[src/rtl/bfpa_pkg.sv]
// Package with the shared constants, types and states of the partition allocator.
`default_nettype none
package bfpa_pkg;
  localparam int MEM_UNITS = 16384;
  localparam int MAX_PARTS = 32;
  localparam int ADDR_W    = 14;
  localparam int SIZE_W    = 15;
  localparam int OWNER_W   = 8;
  localparam int PRN_W     = 8;
  localparam int IDX_W     = $clog2(MAX_PARTS);
  localparam int CNT_W     = $clog2(MAX_PARTS + 1);

  localparam logic REQ_ALLOC = 1'b0;
  localparam logic REQ_FREE  = 1'b1;

  // One row of the partition table.
  typedef struct packed {
    logic [ADDR_W-1:0]  start;
    logic [SIZE_W-1:0]  size;
    logic               busy;
    logic [OWNER_W-1:0] owner;
  } part_t;

  // Write request from the sequencer to the table.
  typedef struct packed {
    logic             en;
    logic [IDX_W-1:0] idx;
    part_t            data;
  } part_wr_t;

  typedef enum logic [2:0] {
    ST_IDLE, ST_SCAN, ST_SHIFT, ST_WR_LO, ST_WR_HI, ST_MERGE, ST_DONE
  } state_t;
endpackage
`default_nettype wire

[src/rtl/bfpa_table.sv]
// Partition table storage: one read port and one write port.
`default_nettype none
module bfpa_table (
  input  wire logic                       clk,
  input  wire logic                       rst_n,
  input  wire logic [bfpa_pkg::IDX_W-1:0] rd_idx,
  output bfpa_pkg::part_t                 rd_data,
  input  wire bfpa_pkg::part_wr_t         wr
);
  bfpa_pkg::part_t rows_r [bfpa_pkg::MAX_PARTS];

  // Reset leaves one free partition covering the whole memory in row zero.
  always_ff @(posedge clk) begin
    if (!rst_n) begin
      for (int i = 1; i < bfpa_pkg::MAX_PARTS; i++) begin
        rows_r[i] <= '0;
      end
      rows_r[0] <= '{start: '0, size: bfpa_pkg::SIZE_W'(bfpa_pkg::MEM_UNITS),
                     busy: 1'b0, owner: '0};
    end else if (wr.en) begin
      rows_r[wr.idx] <= wr.data;
    end
  end

  assign rd_data = rows_r[rd_idx];
endmodule
`default_nettype wire

[src/rtl/best_fit_partition_allocator.sv]
// Top level of the best-fit partition allocator: sequencer, shared compare and output register.
// Each request is handled by a small sequencer that walks the partition table one row per
// cycle through a single shared compare and add unit. An allocate makes a best-fit scan over
// the partitions, then, when a split is needed, shifts rows up to open a gap and writes both
// halves; a free makes one release-and-merge pass. The input is not ready while a request is
// in work; a finished word waits in the output register, so the next request may be taken
// before it is collected.
`default_nettype none
module best_fit_partition_allocator (
  input  wire logic                         clk,
  input  wire logic                         rst_n,
  input  wire logic                         in_valid,
  output logic                              in_ready,
  input  wire logic                         in_req_type,
  input  wire logic [bfpa_pkg::OWNER_W-1:0] in_owner_id,
  input  wire logic [bfpa_pkg::SIZE_W-1:0]  in_size_need,
  input  wire logic [bfpa_pkg::PRN_W-1:0]   in_printer_need,
  input  wire logic [bfpa_pkg::PRN_W-1:0]   in_printers_free,
  output logic                              out_valid,
  input  wire logic                         out_ready,
  output logic                              out_granted,
  output logic [bfpa_pkg::ADDR_W-1:0]       out_grant_address
);
  localparam int IW = bfpa_pkg::IDX_W;
  localparam int CW = bfpa_pkg::CNT_W;
  localparam int SW = bfpa_pkg::SIZE_W;
  localparam int AW = bfpa_pkg::ADDR_W;

  bfpa_pkg::state_t state_r, state_nxt;
  logic [CW-1:0] count_r, count_nxt;
  logic [IW-1:0] idx_r, idx_nxt;
  logic [CW-1:0] w_r, w_nxt;
  logic          found_r, found_nxt;
  logic [IW-1:0] best_r, best_nxt;
  logic [SW-1:0] best_size_r, best_size_nxt;
  logic [AW-1:0] best_start_r, best_start_nxt;
  logic          acc_busy_r, acc_busy_nxt;
  logic [SW-1:0] acc_size_r, acc_size_nxt;
  logic          res_ok_r, res_ok_nxt;
  logic [AW-1:0] res_addr_r, res_addr_nxt;
  logic [bfpa_pkg::OWNER_W-1:0] owner_r;
  logic [SW-1:0] need_r;
  logic          out_valid_r, out_valid_nxt;
  logic          out_granted_r;
  logic [AW-1:0] out_addr_r;

  logic [IW-1:0]      rd_idx;
  bfpa_pkg::part_t    row;
  bfpa_pkg::part_wr_t wr;
  logic               in_acc, load_out;
  logic               fits, cand, last_row, freed, now_busy, fold;
  logic [SW-1:0]      sum;

  bfpa_table u_table (
    .clk     (clk),
    .rst_n   (rst_n),
    .rd_idx  (rd_idx),
    .rd_data (row),
    .wr      (wr)
  );

  assign in_ready = (state_r == bfpa_pkg::ST_IDLE);
  assign in_acc   = in_valid && in_ready;
  assign rd_idx   = (state_r == bfpa_pkg::ST_SHIFT) ? idx_r - IW'(1) : idx_r;
  assign last_row = ({1'b0, idx_r} == count_r - CW'(1));

  // Shared compare and add unit, used by the scan, the upper-half write and the merge pass.
  assign fits     = !row.busy && (row.size >= need_r);
  assign cand     = fits && (!found_r || (row.size < best_size_r));
  assign freed    = row.busy && (row.owner == owner_r);
  assign now_busy = row.busy && !freed;
  assign fold     = (w_r != '0) && !acc_busy_r && !now_busy;
  assign sum      = fold ? acc_size_r + row.size : {1'b0, best_start_r} + need_r;

  // Sequencer: next state, table writes and result.
  always_comb begin
    state_nxt      = state_r;
    count_nxt      = count_r;
    idx_nxt        = idx_r;
    w_nxt          = w_r;
    found_nxt      = found_r;
    best_nxt       = best_r;
    best_size_nxt  = best_size_r;
    best_start_nxt = best_start_r;
    acc_busy_nxt   = acc_busy_r;
    acc_size_nxt   = acc_size_r;
    res_ok_nxt     = res_ok_r;
    res_addr_nxt   = res_addr_r;
    load_out       = 1'b0;
    wr             = '0;
    case (state_r)
      bfpa_pkg::ST_IDLE: begin
        if (in_acc) begin
          idx_nxt      = '0;
          w_nxt        = '0;
          found_nxt    = 1'b0;
          acc_busy_nxt = 1'b0;
          acc_size_nxt = '0;
          res_ok_nxt   = 1'b0;
          res_addr_nxt = '0;
          if (in_req_type == bfpa_pkg::REQ_FREE) begin
            state_nxt = bfpa_pkg::ST_MERGE;
          end else if (in_printer_need > in_printers_free || in_size_need == '0) begin
            state_nxt = bfpa_pkg::ST_DONE;
          end else begin
            state_nxt = bfpa_pkg::ST_SCAN;
          end
        end
      end
      bfpa_pkg::ST_SCAN: begin
        if (cand) begin
          found_nxt      = 1'b1;
          best_nxt       = idx_r;
          best_size_nxt  = row.size;
          best_start_nxt = row.start;
        end
        idx_nxt = idx_r + IW'(1);
        if (last_row) begin
          if (!found_nxt) begin
            state_nxt = bfpa_pkg::ST_DONE;
          end else if (best_size_nxt == need_r) begin
            // Exact fit: mark the row busy in place.
            wr.en         = 1'b1;
            wr.idx        = best_nxt;
            wr.data.start = best_start_nxt;
            wr.data.size  = need_r;
            wr.data.busy  = 1'b1;
            wr.data.owner = owner_r;
            res_ok_nxt    = 1'b1;
            res_addr_nxt  = best_start_nxt;
            state_nxt     = bfpa_pkg::ST_DONE;
          end else if (count_r == CW'(bfpa_pkg::MAX_PARTS)) begin
            state_nxt = bfpa_pkg::ST_DONE;
          end else begin
            idx_nxt   = count_r[IW-1:0];
            state_nxt = bfpa_pkg::ST_SHIFT;
          end
        end
      end
      bfpa_pkg::ST_SHIFT: begin
        // Move rows up by one to open a gap above the chosen row.
        wr.en   = 1'b1;
        wr.idx  = idx_r;
        wr.data = row;
        idx_nxt = idx_r - IW'(1);
        if (rd_idx == best_r) begin
          state_nxt = bfpa_pkg::ST_WR_LO;
        end
      end
      bfpa_pkg::ST_WR_LO: begin
        wr.en         = 1'b1;
        wr.idx        = best_r;
        wr.data.start = best_start_r;
        wr.data.size  = need_r;
        wr.data.busy  = 1'b1;
        wr.data.owner = owner_r;
        state_nxt     = bfpa_pkg::ST_WR_HI;
      end
      bfpa_pkg::ST_WR_HI: begin
        wr.en         = 1'b1;
        wr.idx        = best_r + IW'(1);
        wr.data.start = sum[AW-1:0];
        wr.data.size  = best_size_r - need_r;
        wr.data.busy  = 1'b0;
        wr.data.owner = '0;
        count_nxt     = count_r + CW'(1);
        res_ok_nxt    = 1'b1;
        res_addr_nxt  = best_start_r;
        state_nxt     = bfpa_pkg::ST_DONE;
      end
      bfpa_pkg::ST_MERGE: begin
        // Release the owner's rows and fold free neighbours into one row.
        wr.en = 1'b1;
        if (freed) begin
          res_ok_nxt = 1'b1;
        end
        if (fold) begin
          wr.idx        = IW'(w_r - CW'(1));
          wr.data.start = best_start_r;
          wr.data.size  = sum;
          wr.data.busy  = 1'b0;
          wr.data.owner = '0;
          acc_size_nxt  = sum;
        end else begin
          wr.idx         = w_r[IW-1:0];
          wr.data.start  = row.start;
          wr.data.size   = row.size;
          wr.data.busy   = now_busy;
          wr.data.owner  = now_busy ? row.owner : '0;
          acc_busy_nxt   = now_busy;
          acc_size_nxt   = row.size;
          best_start_nxt = row.start;
          w_nxt          = w_r + CW'(1);
        end
        idx_nxt = idx_r + IW'(1);
        if (last_row) begin
          count_nxt = w_nxt;
          state_nxt = bfpa_pkg::ST_DONE;
        end
      end
      bfpa_pkg::ST_DONE: begin
        if (!out_valid_r || out_ready) begin
          load_out  = 1'b1;
          state_nxt = bfpa_pkg::ST_IDLE;
        end
      end
      default: begin
        state_nxt = bfpa_pkg::ST_IDLE;
      end
    endcase
  end

  assign out_valid_nxt = load_out || (out_valid_r && !out_ready);

  // Control registers.
  always_ff @(posedge clk) begin
    if (!rst_n) begin
      state_r     <= bfpa_pkg::ST_IDLE;
      count_r     <= CW'(1);
      out_valid_r <= 1'b0;
    end else begin
      state_r     <= state_nxt;
      count_r     <= count_nxt;
      out_valid_r <= out_valid_nxt;
    end
  end

  // Working and result registers.
  always_ff @(posedge clk) begin
    idx_r        <= idx_nxt;
    w_r          <= w_nxt;
    found_r      <= found_nxt;
    best_r       <= best_nxt;
    best_size_r  <= best_size_nxt;
    best_start_r <= best_start_nxt;
    acc_busy_r   <= acc_busy_nxt;
    acc_size_r   <= acc_size_nxt;
    res_ok_r     <= res_ok_nxt;
    res_addr_r   <= res_addr_nxt;
    if (in_acc) begin
      owner_r    <= in_owner_id;
      need_r     <= in_size_need;
    end
    if (load_out) begin
      out_granted_r <= res_ok_r;
      out_addr_r    <= res_addr_r;
    end
  end

  assign out_valid         = out_valid_r;
  assign out_granted       = out_granted_r;
  assign out_grant_address = out_addr_r;
endmodule
`default_nettype wire

[config.mk]
export PLATFORM = sky130hd
export DESIGN_NAME = best_fit_partition_allocator
export DESIGN_NICKNAME = d
export VERILOG_FILES = /design/src/rtl/bfpa_pkg.sv /design/src/rtl/bfpa_table.sv /design/src/rtl/best_fit_partition_allocator.sv
export SDC_FILE = /design/constraint.sdc
export NUM_CORES = 2
export LEC_CHECK = 0
export ABC_AREA = 1
export BUFFER_PORTS_ARGS = -buffer_cell sky130_fd_sc_hd__buf_2
export CORE_MARGIN = 2
export CORE_UTILIZATION = 50
export CTS_CLUSTER_DIAMETER = 50
export CTS_CLUSTER_SIZE = 10
export DETAILED_ROUTE_END_ITERATION = 12
export GPL_ROUTABILITY_DRIVEN = 0
export GPL_TIMING_DRIVEN = 0
export HOLD_SLACK_MARGIN = 0.05
export PLACE_DENSITY = 0.7
export SLEW_MARGIN = 40
export SYNTH_ARGS = -nofsm -noshare
export SYNTH_HDL_FRONTEND = slang
export SYNTH_HIERARCHICAL = 1
export SYNTH_SLANG_ARGS = --single-unit
export TNS_END_PERCENT = 30
[constraint.sdc]
create_clock -name clk -period 7.3 [get_ports clk]
set_clock_uncertainty 0.1 [all_clocks]
set_input_delay 0 -clock clk [delete_from_list [all_inputs] [get_ports clk]]
set_output_delay 0 -clock clk [all_outputs]
set_load 0.05 [all_outputs]
# --- Word level (Yosys, flattened, before mapping) ---
# Memory sizes are Yosys's and may differ from the RTL's.
# Index checks and enable logic that the tools add are counted.
# Widths: inputs -> output; s select.
op_classes:
  add_sub_neg: 10
  order_cmp: 3
  n_eq_ne: 20
  mux: 64
  n_reduce_logical: 39
op_table:
  columns: ["op", "n"]
  rows:
  - ["$pmux 44 s5", 1]
  - ["$mux 44", 3]
  - ["$mux 14", 6]
  - ["$mux 15", 5]
  - ["$mux 43", 1]
  - ["$pmux 14 s3", 1]
  - ["$mux 5", 8]
  - ["$mux 38", 1]
  - ["$reduce_or 38->1", 1]
  - ["$mux 3", 10]
  - ["$pmux 15 s2", 1]
  - ["$pmux 14 s2", 1]
  - ["$pmux 6 s2", 2]
  - ["$pmux 3 s7", 1]
  - ["$pmux 5 s4", 1]
  - ["$mux 6", 3]
  - ["$add 14x15->15", 1]
  - ["$add 15x15->15", 1]
  - ["$eq 15x15->1", 1]
  - ["$ge 15x15->1", 1]
  - ["$logic_not 15->1", 1]
  - ["$lt 15x15->1", 1]
  - ["$mux 1", 15]
  - ["$sub 15x15->15", 1]
  - ["other kinds (29)", 68]
word_totals:
  regBits: 125
  ram_bits: 1216
  inputBits: 44
  out_inout_bits: 17
  word_cells: 154
  mem_count: 1
mem_list:
  columns: ["name", "depth", "word_bits", "rd", "rd_clocked_by_memory_dff", "wr", "line", "source"]
  rows:
  - ["u_table.rows_r", 32, 38, 1, 0, 32, "bfpa_table.sv:10", "bfpa_pkg::part_t rows_r [bfpa_pkg::MAX_PARTS];"]

# --- Logic depth before layout (Yosys ltp) ---
# An unclocked memory read counts as a cell.
depth:
  depth_word: 18
  mapped_depth: 49
  depth_no_buf: 40

# --- By module ---
# Netlist, hierarchy kept.
modules_own_cells:
  columns: ["module", "n_inst", "cells_each", "area_per_inst_um2", "seq_area_each_um2"]
  rows:
  - ["bfpa_table", 1, 5685, 55032.8, 36515.0]
  - ["best_fit_partition_allocator", 1, 1301, 10117.2, 3653.5]

# --- Worst setup path after synthesis ---
# No wires, ideal clock.
synth_path:
  path_kind: "register to register"
  from: "reg state_r[2]"
  to: "mem u_table/rows_r[3][0] (netlist name), enable pin"
  setup_ps: 396
  arrival_ps: 6335
  required_time_ps: 6804
  path_slack_ps: 469
  path_stages_with_launch: 45
  path_buffers: 8
  period_less_slack_ps: 6831
  path_cell_list: "dfxtp_1 > nor2_1 > nand2_1 > clkinv_1 > clkbuf_1 > ha_1 > inv_1 > buf_2 > inv_2 > buf_4 > buf_6 > buf_4 > nand2_1 > nand3_1 > nand3_1 > nand2_1 > nand2_1 > nand2_1 > [... 9 more ...] > nand3_4 > buf_2 > nand2_1 > nand3_1 > nand2_1 > nor2_1 > nand2_1 > nor2_2 > nand2_2 > inv_4 > a31oi_1 > a21oi_1 > inv_2 > nor3_4 > nand2_1 > buf_2 > buf_6 > nand2_1"
synth_lines:
  columns: ["element", "line", "source"]
  rows:
  - ["start, declared", "best_fit_partition_allocator.sv:29", "bfpa_pkg::state_t state_r, state_nxt;"]
  - ["start signal, assigned", "best_fit_partition_allocator.sv:218", "state_r <= bfpa_pkg::ST_IDLE;"]
  - ["start signal, assigned", "best_fit_partition_allocator.sv:222", "state_r <= state_nxt;"]
  - ["end, declared", "bfpa_table.sv:10", null]

==> flow_metrics.env <==
export IMPL_grt_use_total_pct=34.8
export IMPL_worstPathArrival_ns=7.77
export IMPL_layout_commonest_cell="nand2_1"
export IMPL_final_cell_mix="nand2_1 (1929), edfxtp_1 (1331), nor2_1 (1286)"
export IMPL_dr_max_layer_used="met5"
export IMPL_worstSetupEndpointType="register"
export IMPL_status="finished, violations left"
export IMPL_synth_seq_cells=1341
export IMPL_fmax_ghz=0.135
export IMPL_dp_hpwl_um=165000
export IMPL_start_util_pct=50.3
export IMPL_violations="setup timing"
export IMPL_cap_violations=0
export IMPL_met2_length_um=101000
export IMPL_crit_top_cell="nand2_1"
export IMPL_rows=132
export IMPL_tightest_slew_ns=0.982
export IMPL_cp_required_ns=7.67
export IMPL_root_buffer="clkbuf_16"
export IMPL_hold_viol_final=0
export IMPL_grt_pass1_wl_um=334000
export IMPL_syn_to_final_growth_pct=18.0
export IMPL_worst_path_max_delay_cell="nor3_2"
export IMPL_synth_cell_types=49
export IMPL_yosys_warnings=6
export IMPL_portBuffers=60
export IMPL_core_area_um2=129000
export IMPL_drive_gt1_share_pct=12.6
export IMPL_cts_tree="yes"
export IMPL_setup_ws_ns=-0.0996
export IMPL_path_clk_slew_ns=0.06
export IMPL_antenna_left=0
export IMPL_critPathLaunchType="register"
export IMPL_chipWidth_um=365
export IMPL_htree_levels=4
export IMPL_syn_avg_cell_area_um2=9.33
export IMPL_timing_final_crit_share_pct=101
export IMPL_ios=61
export IMPL_crit_type="register to register"
export IMPL_clockBufferDepth=3
export IMPL_first_iter_violations=9656
export IMPL_grt_pass1_vias=51500
export IMPL_drc=0
export IMPL_synthesis_nets=7122
export IMPL_hold_path_class="primary input to register"
export IMPL_drtPass1Iterations=10
export IMPL_clk_latency_ns=0.79
export IMPL_dr_wl_met3_um=36800
export IMPL_wirelength_um=239000
export IMPL_cts_inserted_buffers=161
export IMPL_die_h_um=365
export IMPL_routedWlPerCell_um=26.0
export IMPL_via_count=55900
export IMPL_cp_max_fo=19
export IMPL_antenna_found_initial=6
export IMPL_min_period_ns=7.40
export IMPL_fin_nets=7549
export IMPL_clkSinkCount=1341
export IMPL_synthesis_instances=6986
export IMPL_fp_dieArea_um2=133000
export IMPL_grt_overflow_total=0
export IMPL_met1_length_um=81400
export IMPL_synth_seq_area_share_pct=61.7
export IMPL_critPathMaxStageDelay_ns=0.55
export IMPL_slew_viol_final=0
export IMPL_grt_max_degree=39
export IMPL_max_slew_margin_pct=34.5
export IMPL_hold_ws_ns=0.170
export IMPL_setup_violations=350
export IMPL_viasPerCell=6.07
export IMPL_synth_cell_area_um2=65100
final timing paths:
check	from	endpoint	slack [ns]	depth (start not counted)
max	state_r[0]	u_table/rows_r[27][11]	-0.1	33
min	in_valid	owner_r[7]	0.17	4
max reg2reg	state_r[0]	u_table/rows_r[27][11]	-0.1	33
min reg2reg	res_addr_r[2]	out_grant_address[2]	0.32	0
synth_stat cells (all sizes together):
cell     number  share of area, %
nand2      2048                12
edfxtp     1331                61
nor2       1305               7.6
nand3       983               7.6
buf         277               2.4
clkbuf      269               1.6
inv         226               1.3
o21ai       120              0.92
a21oi        96              0.74
ha           89               1.7
xor2         36              0.48
nor3         33              0.33
nand4        30              0.29
o22ai        27              0.26
a211oi       20              0.23
xnor2        12              0.16
a221oi       10              0.13
dfxtp        10              0.31
or2          10             0.096
a22o          8              0.11
a31oi         8             0.077
nor4          6             0.058
o2111ai       5             0.067
o211ai        4             0.046
o21bai        4             0.046
clkinv        3             0.017
fa            3             0.092
o221ai        3             0.060
o31ai         3             0.035
a311oi        2             0.027
o21a          2             0.023
a21boi        1             0.012
a22oi         1             0.012
nand3b        1             0.012
per-stage QoR:
stage	instances	TNS (ns)	worst slack (ns)	cell area (um2)	utilization (%)
3_3_place_gp	8788	-6732.40	-4.05	67600	52.2
6_report	9209	-13.54	-0.0996	76900	59.4
2_1_floorplan	6986	0	0.469	65200	-
5_1_grt	9208	-25.73	-0.0943	76900	59.4
3_5_place_dp	8823	-4700.74	-2.44	68600	53.0
4_1_cts	9156	0	0.0379	75600	58.4
timing repair:
item	in CTS	in global routing
endpoints found under the setup margin	2478	2163
hold endpoints to repair	143	0
buffers inserted	49	38
hold buffers	57	0
pin swaps	21	31
resized for setup	285	228
gates cloned	12	16
per-layer routing:
metal  up-vias  track usage (%)
li1      24300                -
met1     26400             44.6
met2      4375             50.8
met3       889             10.5
met4         4             24.0
met5         -                0
state kept, by name (all words and copies together) (netlist names):
| signal | count |
|---|---|
| out_grant_address | 14 |
| best_r | 5 |
| u_table/rows_r | 1216 |
| idx_r | 5 |
| best_start_r | 14 |
| count_r | 6 |
| state_r | 3 |
| out_valid | 1 |
| res_ok_r | 1 |
| w_r | 6 |
| found_r | 1 |
| acc_size_r | 15 |
| acc_busy_r | 1 |
| owner_r | 8 |
| need_r | 15 |
| out_granted | 1 |
| res_addr_r | 14 |
| best_size_r | 15 |
logic make-up after synthesis:
group | count (synthesis) | synth area share [%]
buf+inv | 775 | 5.32
compound gates | 314 | 2.79
flops | 1341 | 61.7
xor+xnor | 48 | 0.645
fa+ha+maj | 92 | 1.80
simple gates | 4416 | 27.8
layout make-up:
cell class / instances / area [um2]
well taps: 1742 / 2180
clock buffers: 181 / 4200
fillers: 10600 / 52600
inverters: 229 / 896
diodes: 2 / 5.00
multi-input cells: 4878 / 22800
flip-flops and latches: 1341 / 40200
plain buffers: 544 / 3310
clock inverters: 34 / 329
repair buffers: 258 / 2970
worst max-delay path, delay by kind of cell (launching register included):
kind / cells / cell delay (ns)
DFF: 1 / 0.36
and+or+nand+nor: 15 / 2.81
buffers and inverters: 15 / 2.86
adders and majority gates: 1 / 0.22
AOI/OAI and AO/OA: 2 / 0.62
Power is left out: the tool's default activity adds up to more than one toggle a clock period on the data nets, which glitch-free logic cannot reach.
